[config.mk]
export PLATFORM = sky130hd
export DESIGN_NAME = floppy_controller_command_engine_core
export DESIGN_NICKNAME = d
export VERILOG_FILES = /design/src/rtl/core/fcce_pkg.sv /design/src/rtl/core/fcce_datapath.sv /design/src/rtl/core/fcce_ctrl.sv /design/src/rtl/core/floppy_controller_command_engine_core.sv
export VERILOG_INCLUDE_DIRS = /design/src /design/src/rtl/core
export SDC_FILE = /design/constraint.sdc
export NUM_CORES = 1
export LEC_CHECK = 0
export ABC_AREA = 1
export BUFFER_PORTS_ARGS = -buffer_cell sky130_fd_sc_hd__buf_2
export CAP_MARGIN = 30
export CORE_MARGIN = 2
export CORE_UTILIZATION = 29
export CTS_CLUSTER_DIAMETER = 120
export DETAILED_ROUTE_END_ITERATION = 7
export PLACE_DENSITY = 0.44
export SETUP_SLACK_MARGIN = 0.4
export SLEW_MARGIN = 20
export SYNTH_ARGS = -nofsm -noshare
export SYNTH_HDL_FRONTEND = slang
export SYNTH_HIERARCHICAL = 1
export SYNTH_SLANG_ARGS = --single-unit
[constraint.sdc]
create_clock -name aclk -period 5.65 [get_ports aclk]
set_input_delay 1.13 -clock aclk [delete_from_list [all_inputs] [get_ports aclk]]
set_output_delay 1.13 -clock aclk [all_outputs]
set_load 0.1 [all_outputs]
[src/rtl/core/floppy_controller_command_engine_core_defines.svh]
// Assertion macros shared by the floppy controller command engine RTL.
// Each macro expects the signals aclk and aresetn in the scope of use.
`ifndef FLOPPY_CONTROLLER_COMMAND_ENGINE_CORE_DEFINES_SVH
`define FLOPPY_CONTROLLER_COMMAND_ENGINE_CORE_DEFINES_SVH

// Same-cycle implication, checked outside reset.
`define FCCE_ASSERT_IMPLIES(label, ante, cons) \
    label: assert property (@(posedge aclk) disable iff (!aresetn) (ante) |-> (cons)) \
        else $error("fcce: same-cycle check failed");

// Next-cycle implication, checked outside reset.
`define FCCE_ASSERT_NEXT(label, ante, cons) \
    label: assert property (@(posedge aclk) disable iff (!aresetn) (ante) |=> (cons)) \
        else $error("fcce: next-cycle check failed");

`endif

[src/rtl/core/fcce_pkg.sv]
// ----------------------------------------------------------------------------
// fcce_pkg
// Shared constants, codes and control types of the floppy command engine.
// ----------------------------------------------------------------------------
`default_nettype none

package fcce_pkg;

    localparam int REVOLUTION_US = 200000;
    localparam int REV_W         = $clog2(REVOLUTION_US + 1);
    localparam int DIV_CNT_W     = $clog2(REV_W);
    localparam int DELAY_W       = 21;
    localparam int STEP_W        = 14;
    localparam int FMT_W         = 10;
    localparam int ARG_SLOTS     = 5;
    localparam int RES_SLOTS     = 8;

    // Request kinds carried on the input tuser.
    localparam logic [2:0] REQ_STATUS_RD = 3'd0;
    localparam logic [2:0] REQ_DATA_RD   = 3'd1;
    localparam logic [2:0] REQ_DATA_WR   = 3'd2;
    localparam logic [2:0] REQ_OP_WR     = 3'd3;
    localparam logic [2:0] REQ_TICK      = 3'd4;

    // Command opcodes as written to the data register. A format opcode is
    // recognised after masking off its recording mode bit.
    localparam logic [7:0] OP_SPECIFY     = 8'h03;
    localparam logic [7:0] OP_RECAL       = 8'h07;
    localparam logic [7:0] OP_SEEK        = 8'h0F;
    localparam logic [7:0] OP_SENSE       = 8'h08;
    localparam logic [7:0] OP_FORMAT      = 8'h0D;
    localparam logic [7:0] OP_FORMAT_MASK = 8'hBF;

    // Active command codes.
    localparam logic [2:0] CMD_NONE    = 3'd0;
    localparam logic [2:0] CMD_INVALID = 3'd1;
    localparam logic [2:0] CMD_SPECIFY = 3'd2;
    localparam logic [2:0] CMD_SENSE   = 3'd3;
    localparam logic [2:0] CMD_RECAL   = 3'd4;
    localparam logic [2:0] CMD_SEEK    = 3'd5;
    localparam logic [2:0] CMD_FORMAT  = 3'd6;

    // Read data source.
    localparam logic [1:0] RD_ZERO   = 2'd0;
    localparam logic [1:0] RD_STATUS = 2'd1;
    localparam logic [1:0] RD_RESULT = 2'd2;

    // Delay counter operations.
    localparam logic [2:0] DL_HOLD  = 3'd0;
    localparam logic [2:0] DL_ZERO  = 3'd1;
    localparam logic [2:0] DL_SHORT = 3'd2;
    localparam logic [2:0] DL_REV   = 3'd3;
    localparam logic [2:0] DL_STEP  = 3'd4;
    localparam logic [2:0] DL_QUOT  = 3'd5;
    localparam logic [2:0] DL_TICK  = 3'd6;

    localparam logic [DELAY_W-1:0] SHORT_DELAY_US = DELAY_W'(12);

    typedef struct packed {
        logic       out_load;
        logic [1:0] rd_sel;
        logic [7:0] stat_byte;
        logic       irq_raise;
        logic       irq_clear;
        logic [2:0] dly_op;
        logic       arg_clear;
        logic       arg_push;
        logic       need_load;
        logic [2:0] need_val;
        logic       fmt_start;
        logic       fmt_inc;
        logic       fmt_clear;
        logic       step_load;
        logic       goal_load;
        logic       goal_from_arg;
        logic       track_move;
        logic       st0_seek;
        logic       st1_overrun;
        logic       res_load;
        logic [2:0] res_cmd;
        logic       res_read;
        logic       res_clear;
        logic       op_load;
        logic       div_start;
    } fcce_cmd_t;

    typedef struct packed {
        logic dly_zero;
        logic args_done;
        logic fmt_done;
        logic res_last;
        logic trk_eq;
        logic div_done;
    } fcce_stat_t;

endpackage

`default_nettype wire

[src/rtl/core/fcce_datapath.sv]
// ----------------------------------------------------------------------------
// fcce_datapath
// Argument and result stores, track, timing counters and the pacing divider.
// ----------------------------------------------------------------------------
`default_nettype none

module fcce_datapath (
    input  wire                   aclk,
    input  wire                   aresetn,
    input  fcce_pkg::fcce_cmd_t   cmd,
    input  wire  [7:0]            data_in,
    input  wire  [15:0]           elapsed_us,
    output fcce_pkg::fcce_stat_t  stat,
    output logic [7:0]            rd_value,
    output logic                  irq_next
);
    import fcce_pkg::*;

    localparam logic [7:0] ST2_VALUE = 8'h00;

    logic [7:0]           arg_reg [ARG_SLOTS];
    logic [7:0]           res_reg [RES_SLOTS];
    logic [2:0]           arg_cnt_reg, arg_cnt_next;
    logic [2:0]           need_reg, need_next;
    logic [DELAY_W-1:0]   dly_reg, dly_next;
    logic [2:0]           avail_reg, avail_next;
    logic [2:0]           idx_reg, idx_next;
    logic [7:0]           trk_reg, trk_next;
    logic [7:0]           goal_reg, goal_next;
    logic [STEP_W-1:0]    step_reg, step_next;
    logic [7:0]           st0_reg, st0_next;
    logic [7:0]           st1_reg, st1_next;
    logic [7:0]           op_reg, op_next;
    logic [FMT_W-1:0]     fdone_reg, fdone_next;
    logic [FMT_W-1:0]     ftotal_reg, ftotal_next;
    logic                 irq_reg;
    logic [REV_W-1:0]     quot_reg, quot_next;
    logic [FMT_W-1:0]     rem_reg, rem_next;
    logic [DIV_CNT_W-1:0] dcnt_reg, dcnt_next;
    logic                 busy_reg, busy_next;

    logic                 push_ok;
    logic [2:0]           cnt_after;
    logic [FMT_W-1:0]     divisor;
    logic [FMT_W:0]       shifted;
    logic [FMT_W:0]       diff;
    logic                 ge;
    logic                 irq_en;
    logic [4:0]           step_nib;
    logic [DELAY_W-1:0]   us_ext;

    assign push_ok   = arg_cnt_reg < 3'(ARG_SLOTS);
    assign cnt_after = arg_cnt_reg + {2'b00, push_ok};
    assign divisor   = {arg_reg[2], 2'b00};
    assign shifted   = {rem_reg, quot_reg[REV_W-1]};
    assign diff      = shifted - {1'b0, divisor};
    assign ge        = shifted >= {1'b0, divisor};
    assign irq_en    = cmd.op_load ? data_in[3] : op_reg[3];
    assign step_nib  = 5'd16 - {1'b0, arg_reg[0][7:4]};
    assign us_ext    = DELAY_W'(elapsed_us);

    assign stat.dly_zero  = (dly_reg == '0);
    assign stat.args_done = (cnt_after >= need_reg);
    assign stat.fmt_done  = (fdone_reg >= ftotal_reg);
    assign stat.res_last  = ({1'b0, idx_reg} + 4'd1) >= {1'b0, avail_reg};
    assign stat.trk_eq    = (trk_reg == goal_reg);
    assign stat.div_done  = busy_reg && (dcnt_reg == DIV_CNT_W'(REV_W - 1));

    always_comb begin
        case (cmd.rd_sel)
            RD_STATUS: rd_value = cmd.stat_byte;
            RD_RESULT: rd_value = res_reg[idx_reg];
            default:   rd_value = 8'h00;
        endcase
    end

    always_comb begin
        arg_cnt_next = arg_cnt_reg;
        need_next    = need_reg;
        dly_next     = dly_reg;
        avail_next   = avail_reg;
        idx_next     = idx_reg;
        trk_next     = trk_reg;
        goal_next    = goal_reg;
        step_next    = step_reg;
        st0_next     = st0_reg;
        st1_next     = st1_reg;
        op_next      = op_reg;
        fdone_next   = fdone_reg;
        ftotal_next  = ftotal_reg;
        irq_next     = irq_reg;
        quot_next    = quot_reg;
        rem_next     = rem_reg;
        dcnt_next    = dcnt_reg;
        busy_next    = busy_reg;

        if (cmd.arg_clear) arg_cnt_next = 3'd0;
        if (cmd.arg_push)  arg_cnt_next = cnt_after;
        if (cmd.need_load) need_next = cmd.need_val;

        case (cmd.dly_op)
            DL_ZERO:  dly_next = '0;
            DL_SHORT: dly_next = SHORT_DELAY_US;
            DL_REV:   dly_next = DELAY_W'(REVOLUTION_US);
            DL_STEP:  dly_next = DELAY_W'(step_reg);
            DL_QUOT:  dly_next = DELAY_W'(quot_reg);
            DL_TICK:  dly_next = (dly_reg > us_ext) ? dly_reg - us_ext : '0;
            default:  dly_next = dly_reg;
        endcase

        if (cmd.track_move) begin
            if (trk_reg > goal_reg) trk_next = trk_reg - 8'd1;
            else if (trk_reg < goal_reg) trk_next = trk_reg + 8'd1;
        end
        if (cmd.goal_load) goal_next = cmd.goal_from_arg ? arg_reg[1] : 8'h00;
        if (cmd.step_load) step_next = STEP_W'(step_nib * 14'd1000);

        if (cmd.st0_seek)    st0_next = {5'b00100, arg_reg[0][2:0]};
        if (cmd.st1_overrun) st1_next = 8'h10;
        if (cmd.res_load) begin
            idx_next = 3'd0;
            case (cmd.res_cmd)
                CMD_SENSE:   avail_next = 3'd2;
                CMD_FORMAT:  avail_next = 3'd7;
                CMD_INVALID: begin
                    avail_next = 3'd1;
                    st0_next   = 8'h80;
                end
                default:     avail_next = avail_reg;
            endcase
        end
        if (cmd.res_read) idx_next = idx_reg + 3'd1;
        if (cmd.res_clear) begin
            idx_next   = 3'd0;
            avail_next = 3'd0;
        end

        if (cmd.op_load) op_next = data_in;

        if (cmd.fmt_start) begin
            fdone_next  = '0;
            ftotal_next = {arg_reg[2], 2'b00};
        end
        if (cmd.fmt_inc && fdone_reg != {FMT_W{1'b1}}) fdone_next = fdone_reg + 1'b1;
        if (cmd.fmt_clear) begin
            fdone_next  = '0;
            ftotal_next = '0;
        end

        if (cmd.irq_clear) irq_next = 1'b0;
        else if (cmd.irq_raise && irq_en) irq_next = 1'b1;

        // Restoring division of the revolution time, one quotient bit a cycle.
        if (cmd.div_start) begin
            quot_next = REV_W'(REVOLUTION_US);
            rem_next  = '0;
            dcnt_next = '0;
            busy_next = 1'b1;
        end else if (busy_reg) begin
            rem_next  = ge ? diff[FMT_W-1:0] : shifted[FMT_W-1:0];
            quot_next = {quot_reg[REV_W-2:0], ge};
            dcnt_next = dcnt_reg + 1'b1;
            if (stat.div_done) busy_next = 1'b0;
        end
    end

    always_ff @(posedge aclk) begin
        if (!aresetn) begin
            arg_cnt_reg <= 3'd0;
            need_reg    <= 3'd0;
            dly_reg     <= '0;
            avail_reg   <= 3'd0;
            idx_reg     <= 3'd0;
            trk_reg     <= 8'h00;
            goal_reg    <= 8'h00;
            step_reg    <= STEP_W'(1000);
            st0_reg     <= 8'h00;
            st1_reg     <= 8'h00;
            op_reg      <= 8'h0C;
            fdone_reg   <= '0;
            ftotal_reg  <= '0;
            irq_reg     <= 1'b0;
            dcnt_reg    <= '0;
            busy_reg    <= 1'b0;
        end else begin
            arg_cnt_reg <= arg_cnt_next;
            need_reg    <= need_next;
            dly_reg     <= dly_next;
            avail_reg   <= avail_next;
            idx_reg     <= idx_next;
            trk_reg     <= trk_next;
            goal_reg    <= goal_next;
            step_reg    <= step_next;
            st0_reg     <= st0_next;
            st1_reg     <= st1_next;
            op_reg      <= op_next;
            fdone_reg   <= fdone_next;
            ftotal_reg  <= ftotal_next;
            irq_reg     <= irq_next;
            dcnt_reg    <= dcnt_next;
            busy_reg    <= busy_next;
        end
    end

    always_ff @(posedge aclk) begin
        quot_reg <= quot_next;
        rem_reg  <= rem_next;
        if (cmd.arg_push && push_ok) arg_reg[arg_cnt_reg] <= data_in;
        if (cmd.res_load) begin
            case (cmd.res_cmd)
                CMD_SENSE: begin
                    res_reg[0] <= st0_reg;
                    res_reg[1] <= trk_reg;
                end
                CMD_FORMAT: begin
                    res_reg[0] <= st0_reg;
                    res_reg[1] <= cmd.st1_overrun ? 8'h10 : st1_reg;
                    res_reg[2] <= ST2_VALUE;
                    res_reg[3] <= trk_reg;
                    res_reg[4] <= 8'h00;
                    res_reg[5] <= 8'h00;
                    res_reg[6] <= arg_reg[4];
                end
                CMD_INVALID: res_reg[0] <= 8'h80;
                default: ;
            endcase
        end
    end

endmodule

`default_nettype wire

[src/rtl/core/fcce_ctrl.sv]
// ----------------------------------------------------------------------------
// fcce_ctrl
// Command phase state machine and item sequencer of the floppy command engine.
// ----------------------------------------------------------------------------
`default_nettype none

`include "floppy_controller_command_engine_core_defines.svh"

module fcce_ctrl (
    input  wire                   aclk,
    input  wire                   aresetn,
    input  wire                   item_fire,
    input  wire  [2:0]            req_type,
    input  wire  [7:0]            data_in,
    input  fcce_pkg::fcce_stat_t  stat,
    output fcce_pkg::fcce_cmd_t   cmd,
    output logic                  seq_idle
);
    import fcce_pkg::*;

    localparam logic [3:0] PH_PRE_OP     = 4'd0;
    localparam logic [3:0] PH_WAIT_OP    = 4'd1;
    localparam logic [3:0] PH_PRE_ARG    = 4'd2;
    localparam logic [3:0] PH_WAIT_ARG   = 4'd3;
    localparam logic [3:0] PH_INTER_ARG  = 4'd4;
    localparam logic [3:0] PH_WAIT_WRITE = 4'd5;
    localparam logic [3:0] PH_EXEC       = 4'd6;
    localparam logic [3:0] PH_RES_WAIT   = 4'd7;
    localparam logic [3:0] PH_RES_INTER  = 4'd8;
    localparam logic [3:0] PH_RESETTING  = 4'd9;

    localparam logic [1:0] SQ_IDLE = 2'd0;
    localparam logic [1:0] SQ_EXEC = 2'd1;
    localparam logic [1:0] SQ_DIV  = 2'd2;

    logic [3:0] phase_reg, phase_next;
    logic [2:0] act_reg, act_next;
    logic [1:0] sq_reg, sq_next;
    logic       do_res;
    logic [2:0] res_sel;
    logic [7:0] stat_byte;
    logic       format_exec;
    logic       act_has_result;

    assign seq_idle = (sq_reg == SQ_IDLE);

    always_comb begin
        case (phase_reg)
            PH_WAIT_OP, PH_WAIT_ARG: stat_byte = 8'h80;
            PH_WAIT_WRITE:           stat_byte = 8'hB0;
            PH_EXEC:                 stat_byte = 8'h30;
            PH_RES_WAIT:             stat_byte = 8'hD0;
            default:                 stat_byte = 8'h00;
        endcase
    end

    always_comb begin
        cmd           = '0;
        cmd.stat_byte = stat_byte;
        phase_next    = phase_reg;
        act_next      = act_reg;
        sq_next       = sq_reg;
        do_res        = 1'b0;
        res_sel       = act_reg;

        case (sq_reg)
            SQ_IDLE: begin
                if (item_fire) begin
                    cmd.out_load = 1'b1;
                    case (req_type)
                        REQ_STATUS_RD: cmd.rd_sel = RD_STATUS;
                        REQ_DATA_RD: begin
                            if (phase_reg == PH_RES_WAIT) begin
                                cmd.rd_sel    = RD_RESULT;
                                cmd.res_read  = 1'b1;
                                cmd.irq_clear = 1'b1;
                                cmd.dly_op    = DL_SHORT;
                                if (stat.res_last) begin
                                    phase_next = PH_PRE_OP;
                                    act_next   = CMD_NONE;
                                end else begin
                                    phase_next = PH_RES_INTER;
                                end
                            end
                        end
                        REQ_DATA_WR: begin
                            case (phase_reg)
                                PH_WAIT_OP: begin
                                    cmd.arg_clear = 1'b1;
                                    cmd.need_load = 1'b1;
                                    cmd.dly_op    = DL_SHORT;
                                    phase_next    = PH_PRE_ARG;
                                    if (data_in == OP_SPECIFY) begin
                                        act_next     = CMD_SPECIFY;
                                        cmd.need_val = 3'd2;
                                    end else if (data_in == OP_RECAL) begin
                                        act_next     = CMD_RECAL;
                                        cmd.need_val = 3'd1;
                                    end else if (data_in == OP_SEEK) begin
                                        act_next     = CMD_SEEK;
                                        cmd.need_val = 3'd2;
                                    end else if (data_in == OP_SENSE) begin
                                        cmd.need_load = 1'b0;
                                        cmd.dly_op    = DL_HOLD;
                                        cmd.irq_clear = 1'b1;
                                        act_next      = CMD_SENSE;
                                        do_res        = 1'b1;
                                        res_sel       = CMD_SENSE;
                                    end else if ((data_in & OP_FORMAT_MASK) == OP_FORMAT) begin
                                        act_next     = CMD_FORMAT;
                                        cmd.need_val = 3'd5;
                                    end else begin
                                        cmd.need_load = 1'b0;
                                        cmd.dly_op    = DL_HOLD;
                                        act_next      = CMD_INVALID;
                                        do_res        = 1'b1;
                                        res_sel       = CMD_INVALID;
                                    end
                                end
                                PH_WAIT_ARG: begin
                                    cmd.arg_push = 1'b1;
                                    phase_next   = PH_INTER_ARG;
                                    if (stat.args_done) begin
                                        cmd.out_load = 1'b0;
                                        sq_next      = SQ_EXEC;
                                    end
                                end
                                PH_WAIT_WRITE: begin
                                    phase_next    = PH_EXEC;
                                    cmd.dly_op    = DL_ZERO;
                                    cmd.irq_clear = 1'b1;
                                    cmd.fmt_inc   = 1'b1;
                                end
                                default: ;
                            endcase
                        end
                        REQ_OP_WR: begin
                            cmd.op_load = 1'b1;
                            if (!data_in[2]) begin
                                cmd.dly_op    = DL_ZERO;
                                cmd.fmt_clear = 1'b1;
                                cmd.res_clear = 1'b1;
                                phase_next    = PH_RESETTING;
                                act_next      = CMD_NONE;
                            end else if (phase_reg == PH_RESETTING) begin
                                phase_next    = PH_WAIT_OP;
                                cmd.irq_raise = 1'b1;
                            end
                        end
                        REQ_TICK: begin
                            if (!stat.dly_zero) begin
                                cmd.dly_op = DL_TICK;
                            end else begin
                                case (phase_reg)
                                    PH_PRE_OP: phase_next = PH_WAIT_OP;
                                    PH_PRE_ARG, PH_INTER_ARG: phase_next = PH_WAIT_ARG;
                                    PH_RES_INTER: phase_next = PH_RES_WAIT;
                                    PH_WAIT_WRITE: begin
                                        cmd.st1_overrun = 1'b1;
                                        do_res          = 1'b1;
                                    end
                                    PH_EXEC: begin
                                        case (act_reg)
                                            CMD_SEEK, CMD_RECAL: begin
                                                if (!stat.trk_eq) begin
                                                    cmd.dly_op     = DL_STEP;
                                                    cmd.track_move = 1'b1;
                                                end else begin
                                                    cmd.dly_op    = DL_SHORT;
                                                    cmd.st0_seek  = 1'b1;
                                                    cmd.irq_raise = 1'b1;
                                                    phase_next    = PH_PRE_OP;
                                                end
                                            end
                                            CMD_FORMAT: begin
                                                if (stat.fmt_done) begin
                                                    do_res = 1'b1;
                                                end else begin
                                                    phase_next    = PH_WAIT_WRITE;
                                                    cmd.dly_op    = DL_QUOT;
                                                    cmd.irq_raise = 1'b1;
                                                end
                                            end
                                            default: do_res = 1'b1;
                                        endcase
                                    end
                                    default: ;
                                endcase
                            end
                        end
                        default: ;
                    endcase
                end
            end
            SQ_EXEC: begin
                // Last argument byte accepted: start the command.
                cmd.out_load = 1'b1;
                sq_next      = SQ_IDLE;
                case (act_reg)
                    CMD_FORMAT: begin
                        phase_next    = PH_EXEC;
                        cmd.dly_op    = DL_REV;
                        cmd.fmt_start = 1'b1;
                        cmd.div_start = 1'b1;
                        cmd.out_load  = 1'b0;
                        sq_next       = SQ_DIV;
                    end
                    CMD_SPECIFY: begin
                        cmd.step_load = 1'b1;
                        do_res        = 1'b1;
                    end
                    CMD_RECAL: begin
                        phase_next    = PH_EXEC;
                        cmd.goal_load = 1'b1;
                        cmd.dly_op    = DL_ZERO;
                    end
                    CMD_SEEK: begin
                        phase_next        = PH_EXEC;
                        cmd.goal_load     = 1'b1;
                        cmd.goal_from_arg = 1'b1;
                        cmd.dly_op        = DL_ZERO;
                    end
                    default: do_res = 1'b1;
                endcase
            end
            SQ_DIV: begin
                if (stat.div_done) begin
                    cmd.out_load = 1'b1;
                    sq_next      = SQ_IDLE;
                end
            end
            default: sq_next = SQ_IDLE;
        endcase

        if (do_res) begin
            case (res_sel)
                CMD_SENSE, CMD_INVALID, CMD_FORMAT: begin
                    cmd.res_load  = 1'b1;
                    cmd.res_cmd   = res_sel;
                    cmd.irq_raise = cmd.irq_raise || (res_sel == CMD_FORMAT);
                    phase_next    = PH_RES_WAIT;
                end
                default: begin
                    phase_next = PH_PRE_OP;
                    cmd.dly_op = DL_SHORT;
                    act_next   = CMD_NONE;
                end
            endcase
        end
    end

    always_ff @(posedge aclk) begin
        if (!aresetn) begin
            phase_reg <= PH_WAIT_OP;
            act_reg   <= CMD_NONE;
            sq_reg    <= SQ_IDLE;
        end else begin
            phase_reg <= phase_next;
            act_reg   <= act_next;
            sq_reg    <= sq_next;
        end
    end

    assign format_exec    = (act_reg == CMD_FORMAT) && (phase_reg == PH_EXEC);
    assign act_has_result = (act_reg == CMD_SENSE) || (act_reg == CMD_FORMAT)
                         || (act_reg == CMD_INVALID);

    `FCCE_ASSERT_IMPLIES(a_div_in_format, sq_reg == SQ_DIV, format_exec)
    `FCCE_ASSERT_IMPLIES(a_write_wait_format, phase_reg == PH_WAIT_WRITE, act_reg == CMD_FORMAT)
    `FCCE_ASSERT_NEXT(a_exec_one_cycle, sq_reg == SQ_EXEC, sq_reg == SQ_IDLE || sq_reg == SQ_DIV)
    `FCCE_ASSERT_IMPLIES(a_result_cmd, phase_reg == PH_RES_WAIT, act_has_result)

endmodule

`default_nettype wire

[src/rtl/core/floppy_controller_command_engine_core.sv]
// ----------------------------------------------------------------------------
// floppy_controller_command_engine_core
// Floppy disk controller command engine with a stream bus front end.
// ----------------------------------------------------------------------------
//
//  Channel  Direction  Payload
//  s_       in         tuser: request kind; tdata: data byte, elapsed time
//  m_       out        tdata: read byte, interrupt level
//
// Most beats complete while the sequencer is idle. The last argument byte of a
// command completes from the execute step, and that of a format command only
// once the bit-serial divider that works out the format write pacing is done.
// Reset is synchronous on aresetn; no clearing pass.
// A result waits in the output register while m_tready is low; the next
// input beat is taken in the cycle the waiting result is taken.
`default_nettype none

module floppy_controller_command_engine_core (
    input  wire         aclk,
    input  wire         aresetn,
    input  wire         s_tvalid,
    output logic        s_tready,
    input  wire  [23:0] s_tdata,   // [7:0] data_in, [23:8] elapsed_us
    input  wire  [2:0]  s_tuser,   // [2:0] req_type
    output logic        m_tvalid,
    input  wire         m_tready,
    output logic [15:0] m_tdata    // [7:0] read_data, [8] irq, rest zero
);
    import fcce_pkg::*;

    fcce_cmd_t  cmd;
    fcce_stat_t stat;
    logic       seq_idle;
    logic       item_fire;
    logic [7:0] rd_value;
    logic       irq_next;

    logic       m_valid_reg, m_valid_next;
    logic [7:0] rd_reg;
    logic       irq_reg;

    // The output register frees up in the cycle its beat is taken, so an
    // item that completes in its accept cycle never overwrites a result.
    assign s_tready  = seq_idle && (!m_valid_reg || m_tready);
    assign item_fire = s_tvalid && s_tready;

    fcce_ctrl u_ctrl (
        .aclk      (aclk),
        .aresetn   (aresetn),
        .item_fire (item_fire),
        .req_type  (s_tuser),
        .data_in   (s_tdata[7:0]),
        .stat      (stat),
        .cmd       (cmd),
        .seq_idle  (seq_idle)
    );

    fcce_datapath u_dp (
        .aclk       (aclk),
        .aresetn    (aresetn),
        .cmd        (cmd),
        .data_in    (s_tdata[7:0]),
        .elapsed_us (s_tdata[23:8]),
        .stat       (stat),
        .rd_value   (rd_value),
        .irq_next   (irq_next)
    );

    always_comb begin
        m_valid_next = m_valid_reg;
        if (cmd.out_load) m_valid_next = 1'b1;
        else if (m_tready) m_valid_next = 1'b0;
    end

    always_ff @(posedge aclk) begin
        if (!aresetn) begin
            m_valid_reg <= 1'b0;
        end else begin
            m_valid_reg <= m_valid_next;
        end
    end

    // Result payload: the read byte and the interrupt level after the item.
    always_ff @(posedge aclk) begin
        if (cmd.out_load) begin
            rd_reg  <= rd_value;
            irq_reg <= irq_next;
        end
    end

    assign m_tvalid = m_valid_reg;
    assign m_tdata  = {7'b0000000, irq_reg, rd_reg};

endmodule

`default_nettype wire
==> impl_metrics.json, run 1 <==
{
  "grt.busiest_layer": "met2",
  "cp.arrival_ps": 5130,
  "antenna_found_initial": 1,
  "clkPwrFrac_pct": 45.5,
  "max_freq_ghz": 0.215,
  "numPortBuffers": 41,
  "switchingPower_w": 0.000921,
  "ioPinCount": 49,
  "cp_slowest_cell": "fa_1",
  "finish.utilization_pct": 33.0,
  "clkLatencyLatePin_ps": 550,
  "drt-total-wl_um": 35700,
  "path_max_fanout": 6,
  "max_stage_delay_ps": 550,
  "clkSlewWorstSetupHoldPaths_ps": 70,
  "yosysWarningCount": 6,
  "grt_pass1_wl_um": 57300,
  "root_buffer": "clkbuf_16",
  "fin_skew_ps": 22.6,
  "ys_types": 57,
  "avgRoutedWirePerCell_um": 15.0,
  "gr-usage-met3_pct": 1.90,
  "drv_cap": 0,
  "synthDominantCellAreaShare_pct": 23.1,
  "status": "finished clean",
  "cp-end-kind": "flip-flop",
  "finalHoldViolations": 0,
  "cellLeakagePower_nw": 6.65,
  "grt-ovfl-total": 0,
  "final_max_slew_viol_count": 0,
  "synth_edf_count": 66,
  "crit_path_cell_trace": "inv_1 > ha_1 > xnor2_1 > inv_1 > fa_1 > inv_1 > fa_1 > inv_1 > fa_1 > inv_1 > ha_1 > inv_1 > o21ai_0 > nand2_1 > a21o_1 > nand3_1 > o211ai_1 > inv_1",
  "syn_inst": 1742,
  "grt_max_degree": 41,
  "largest_register_ffs": 33,
  "post-cts-setup-buffers": 0,
  "cts-buffers-inserted": 26,
  "die_area_um2": 46500,
  "die_w_um": 216,
  "ant_nets": 0,
  "start_util_pct": 29.4,
  "cts_tree": "built",
  "synth_most_common_cell": "nand2_1",
  "setup_violations": 0,
  "coreArea_um2": 44200,
  "gp_congestion": 0.834,
  "synth_flop_cell": "dfxtp_1",
  "gr-usage-met1_pct": 19.7,
  "hold_buffers": 0,
  "rsz0062_at_grt": "false",
  "grt.met2_usage_pct": 26.9,
  "hold_class": "reg2reg",
  "path_common_cell": "inv_1",
  "ys_ff_latch": 216,
  "die_h_um": 216,
  "dr.pass1.iters": 5,
  "netlist_area_um2": 13000,
  "fin_tns_setup_ps": 0,
  "num_vias": 10900,
  "crit_family": "adder cells",
  "worstSetupPathType": "reg2reg",
  "drive_above_1_share_pct": 10.4,
  "powerDensity_nw_per_um2": 244,
  "clockBufferDepth": 3,
  "vdd_ir_drop_max_uv": 162,
  "cell_internal_pwr_w": 0.00265,
  "grt_usage_pct": 15.3,
  "yosys-top-cells-count": "388 x nand2_1, 260 x inv_1, 150 x dfxtp_1",
  "total_power_w": 0.00357,
  "n_antenna_cell": 0,
  "final.period_utilization_pct": 82.3,
  "synth.area.top_cells": "dfxtp_1 23%, edfxtp_1 15%, nand2_1 11%",
  "worst_slew_pin_slew_ps": 931,
  "combPwrFrac_pct": 8.2,
  "critPathRequiredTime_ps": 6130,
  "cp_num_buf_inv": 7,
  "hpwlAfterDp_um": 27500,
  "start_kind": "flip-flop",
  "synth-seq-area-share_pct": 38.4,
  "htreeDepth": 1,
  "placementRows": 77,
  "min_period_ps": 4650,
  "grt_pass1_vias": 10800,
  "syn2layout_area_growth_pct": 12.5,
  "viasPerCell": 4.57,
  "ys_async_sr_fraction_pct": 0,
  "synth_top_cell_by_area": "dfxtp_1",
  "p_seq_share_pct": 46.3,
  "drt-initial-drc-count": 600,
  "nets": 1904,
  "synth_area_per_cell_um2": 7.46,
  "cts_resized": 0,
  "slew_headroom_pct": 37.4,
  "drc_errors": 0,
  "switching_share_pct": 25.8,
  "clock_sinks": 216
}
## layout make-up
class	count	area [um2]
Clock buffer	35	714
Timing Repair Buffer	59	340
Sequential cell	216	4980
Clock inverter	12	119
Inverter	277	1040
Fill cell	4762	29600
Multi-Input combinational cell	1197	6670
Tap cell	592	741
## power by group through the flow
stage	Clock (W)	Combinational (W)	Sequential (W)
floorplan	0	0.000204	0.00170
global placement	0	0.000295	0.00168
detailed placement	0	0.000296	0.00168
CTS	0.00169	0.000297	0.00165
global route	0.00174	0.000329	0.00165
finish	0.00162	0.000294	0.00165
## cell usage in the layout (no fill, tap or decap), drive strengths merged, types with 9 or more instances in the layout
cell	n
dfxtp	150
conb	11
nand2	407
a21oi	125
inv	275
nor2	164
o21ai	97
ha	83
nand4	15
edfxtp	66
o211ai	14
xor2	19
fa	13
nand3	143
nor3	26
nand3b	10
clkbuf	35
or2	14
clkinv	9
buf	59
## kinds of logic (layout without fill, tap and decap cells)
family / Yosys count / count (layout) / share of synthesized area, %
xor+xnor: 24 / 24 / 1.62
compound gates: 271 / 271 / 11.6
flops: 216 / 216 / 38.4
buf+inv: 338 / 383 / 10.6
fa+ha+maj: 96 / 96 / 10.0
mux: 3 / 3 / 0.231
other cells: 2 / 11 / 0.0578
simple gates: 792 / 792 / 27.5
## metal layers
layer | vias up | share of wire [%]
met5 | - | 0
li1 | 5697 | -
met3 | 39 | 3.0
met4 | 0 | 2.4
met2 | 144 | 48
met1 | 5042 | 47
## worst reg2reg max path, cell delays in order (launching register included)
cell      delay [ps]
edfxtp_1         500
inv_1            210
ha_1             300
xnor2_1          390
inv_1            160
fa_1             550
inv_1            120
fa_1             550
inv_1             60
fa_1             520
inv_1             40
ha_1             330
inv_1             60
o21ai_0          280
nand2_1          130
a21o_1           180
nand3_1           60
o211ai_1          80
inv_1             60
## final timing paths
kind	end	slack, ps	from	depth (start not counted)
setup / recovery	u_dp/step_reg[12]	1000	u_dp/arg_reg[0][4]	18
hold / removal	u_dp/res_reg[6][3]	410	u_dp/arg_reg[4][3]	0
setup reg to reg	u_dp/step_reg[12]	1000	u_dp/arg_reg[0][4]	18
hold reg to reg	u_dp/res_reg[6][3]	410	u_dp/arg_reg[4][3]	0
## metrics by stage
step	hold slack, ps	cells	cell area [um2]	setup WS [ps]
final	414	2388	14600	1000
after global routing	419	2388	14600	618
after CTS	419	2388	14600	936
after detailed placement	407	2341	13800	576
after global placement	406	2339	13800	705
after floorplan	400	1751	13000	1640
Note: power is estimated with default switching activity, not from simulation.
==> run 2: changes to the inputs <==
clock period = 4.6 ns   (was 5.65 ns; I/O delays follow)
==> run 2 against run 1 <==
Effect of this change:
- non-clock buffer count grew 14
- utilization grew 0.44 points
- critical path depth is the same
- final area grew 1.3%
- combinational power grew 25%
- maximum frequency grew 20%
- global-route usage grew 0.26 points
- sequential share of layout area shrank 0.45 points
- largest cell class unchanged
- largest power group is now clock
==> impl_metrics.json, run 2 (synthesized netlist as in run 1, its figures left out) <==
{
  "status": "finished clean",
  "ant_nets": 0,
  "fin_skew_ps": 13.7,
  "htreeDepth": 1,
  "cts_tree": "built",
  "gp_congestion": 0.820,
  "worstSetupPathType": "reg2reg",
  "vdd_ir_drop_max_uv": 229,
  "root_buffer": "clkbuf_16",
  "r2r-end": "u_dp/step_reg[12]",
  "rr_startpoint": "u_dp/arg_reg[0][4]",
  "dr.pass1.iters": 5,
  "holdPathEnd": "u_dp/res_reg[6][1]",
  "grt_usage_pct": 15.6,
  "hold_depth": 0,
  "powerDensity_nw_per_um2": 301,
  "cts-buffers-inserted": 27,
  "syn2layout_area_growth_pct": 14.0,
  "ioPinCount": 49,
  "drv_cap": 0,
  "cp-end-kind": "flip-flop",
  "finalHoldViolations": 0,
  "clock_sinks": 216,
  "placementRows": 77,
  "grt_pass1_vias": 10800,
  "hold_buffers": 0,
  "drt-total-wl_um": 35800,
  "fill_cells": 4750,
  "die_area_um2": 46500,
  "most-common-layout-cells": "388 x nand2_1, 260 x inv_1, 150 x dfxtp_1, 140 x nor2_1, 129 x nand3_1",
  "worstRegToRegCells": 18,
  "critPathRequiredTime_ps": 5100,
  "fin_tns_setup_ps": 0,
  "total_power_w": 0.00445,
  "slew_headroom_pct": 38.8,
  "clkSlewWorstSetupHoldPaths_ps": 60,
  "grt_pass1_wl_um": 58100,
  "start_kind": "flip-flop",
  "worst_slew_pin_slew_ps": 915,
  "path_max_fanout": 4,
  "clockBufferDepth": 3,
  "largest_register_ffs": 33,
  "die_w_um": 216,
  "num_vias": 11000,
  "grt-ovfl-total": 0,
  "coreArea_um2": 44200,
  "viasPerCell": 4.58,
  "layout_commonest_cell": "nand2_1",
  "instances_no_fill": 2402,
  "clkLatencyLatePin_ps": 560,
  "placed_cell_area_um2": 13800,
  "hold_class": "reg2reg",
  "antenna_found_initial": 0,
  "final.period_utilization_pct": 84.3,
  "final_max_slew_viol_count": 0,
  "hold_start": "u_dp/arg_reg[4][1]",
  "max_freq_ghz": 0.258,
  "place_inst": 2349,
  "drt-initial-drc-count": 532,
  "hold_ws_ps": 416,
  "cp.arrival_ps": 4370,
  "setup_violations": 0,
  "reg2reg_slack_ps": 720,
  "final_area_um2": 14800,
  "min_period_ps": 3880,
  "die_h_um": 216,
  "nets": 1919,
  "drive_above_1_share_pct": 11.9,
  "grt_max_degree": 53,
  "avgRoutedWirePerCell_um": 14.9,
  "numPortBuffers": 41,
  "rsz0062_at_grt": "false",
  "drc_errors": 0,
  "n_antenna_cell": 0,
  "start_util_pct": 29.4,
  "hpwlAfterDp_um": 27700,
  "cellLeakagePower_nw": 6.70
}
## run 2: cell types whose count changed in the layout (fill, tap and decap cells not counted), moves of 2 or more
cell       delta
buf_4        +14
clkinv_2      +4
clkbuf_1      -3
nor3_1        -3
clkbuf_16     +2
clkinv_1      -2
nor2_1        -2
nor3_2        +2
## run 2: how the worst max path moves through the flow
stage | slack [ps] | from | to
after floorplan | 590 | u_dp/arg_reg[0][4] | u_dp/step_reg[12]
after global placement | 400 | u_dp/arg_reg[0][4] | u_dp/step_reg[12]
after detailed placement | 290 | u_dp/arg_reg[0][4] | u_dp/step_reg[12]
after CTS | 400 | u_dp/arg_reg[0][4] | u_dp/step_reg[12]
after global routing | 410 | u_dp/arg_reg[0][4] | u_dp/step_reg[12]
final | 720 | u_dp/arg_reg[0][4] | u_dp/step_reg[12]
## run 2: worst max-delay path, cell delays in order, from the launching register on
cell	delay (ps)
edfxtp_1	410
inv_1	110
ha_4	190
xnor2_2	200
inv_1	120
fa_1	540
inv_1	100
fa_1	540
inv_1	50
fa_1	520
inv_1	40
ha_1	320
inv_1	60
o21ai_2	160
nand2_1	90
a21o_1	160
nand3_1	60
o211ai_1	80
inv_1	80
## run 2: per-stage QoR
stage,util [%],setup slack [ps]
6_report,33.5,723
3_3_place_gp,31.3,396
3_5_place_dp,31.3,294
2_1_floorplan,-,586
5_1_grt,33.5,410
4_1_cts,33.3,400
## run 2: area by class of cell
type | instances | area [um2] | area share, %
flip-flops and latches | 216 | 4980 | 33.7
well taps | 592 | 741 | 5.00
clock buffers | 33 | 739 | 4.99
multi-input cells | 1197 | 6730 | 45.4
repair buffers | 73 | 445 | 3.01
clock inverters | 14 | 123 | 0.828
inverters | 277 | 1040 | 7.06
## run 2: what timing repair did
item                                    CTS  global route
buffers inserted                          0             5
hold endpoints to repair                  0             0
pin swaps                                 0             3
resized for setup                         2            12
endpoints found under the setup margin    1            25
## run 2: layer usage
metal	up-vias	global-route usage (%)	wire, um
li1	5747	-	-
met1	5057	20.3	16900
met2	155	26.8	17000
met3	46	2.40	1190
met4	0	3.89	737
met5	-	0	0
## run 2: power by group
part / leakage, nW / internal (W) / switching, W
registers: 1.80 / 0.00200 / 0.0000290
logic: 4.48 / 0.000104 / 0.000264
clock network: 0.424 / 0.00120 / 0.000856
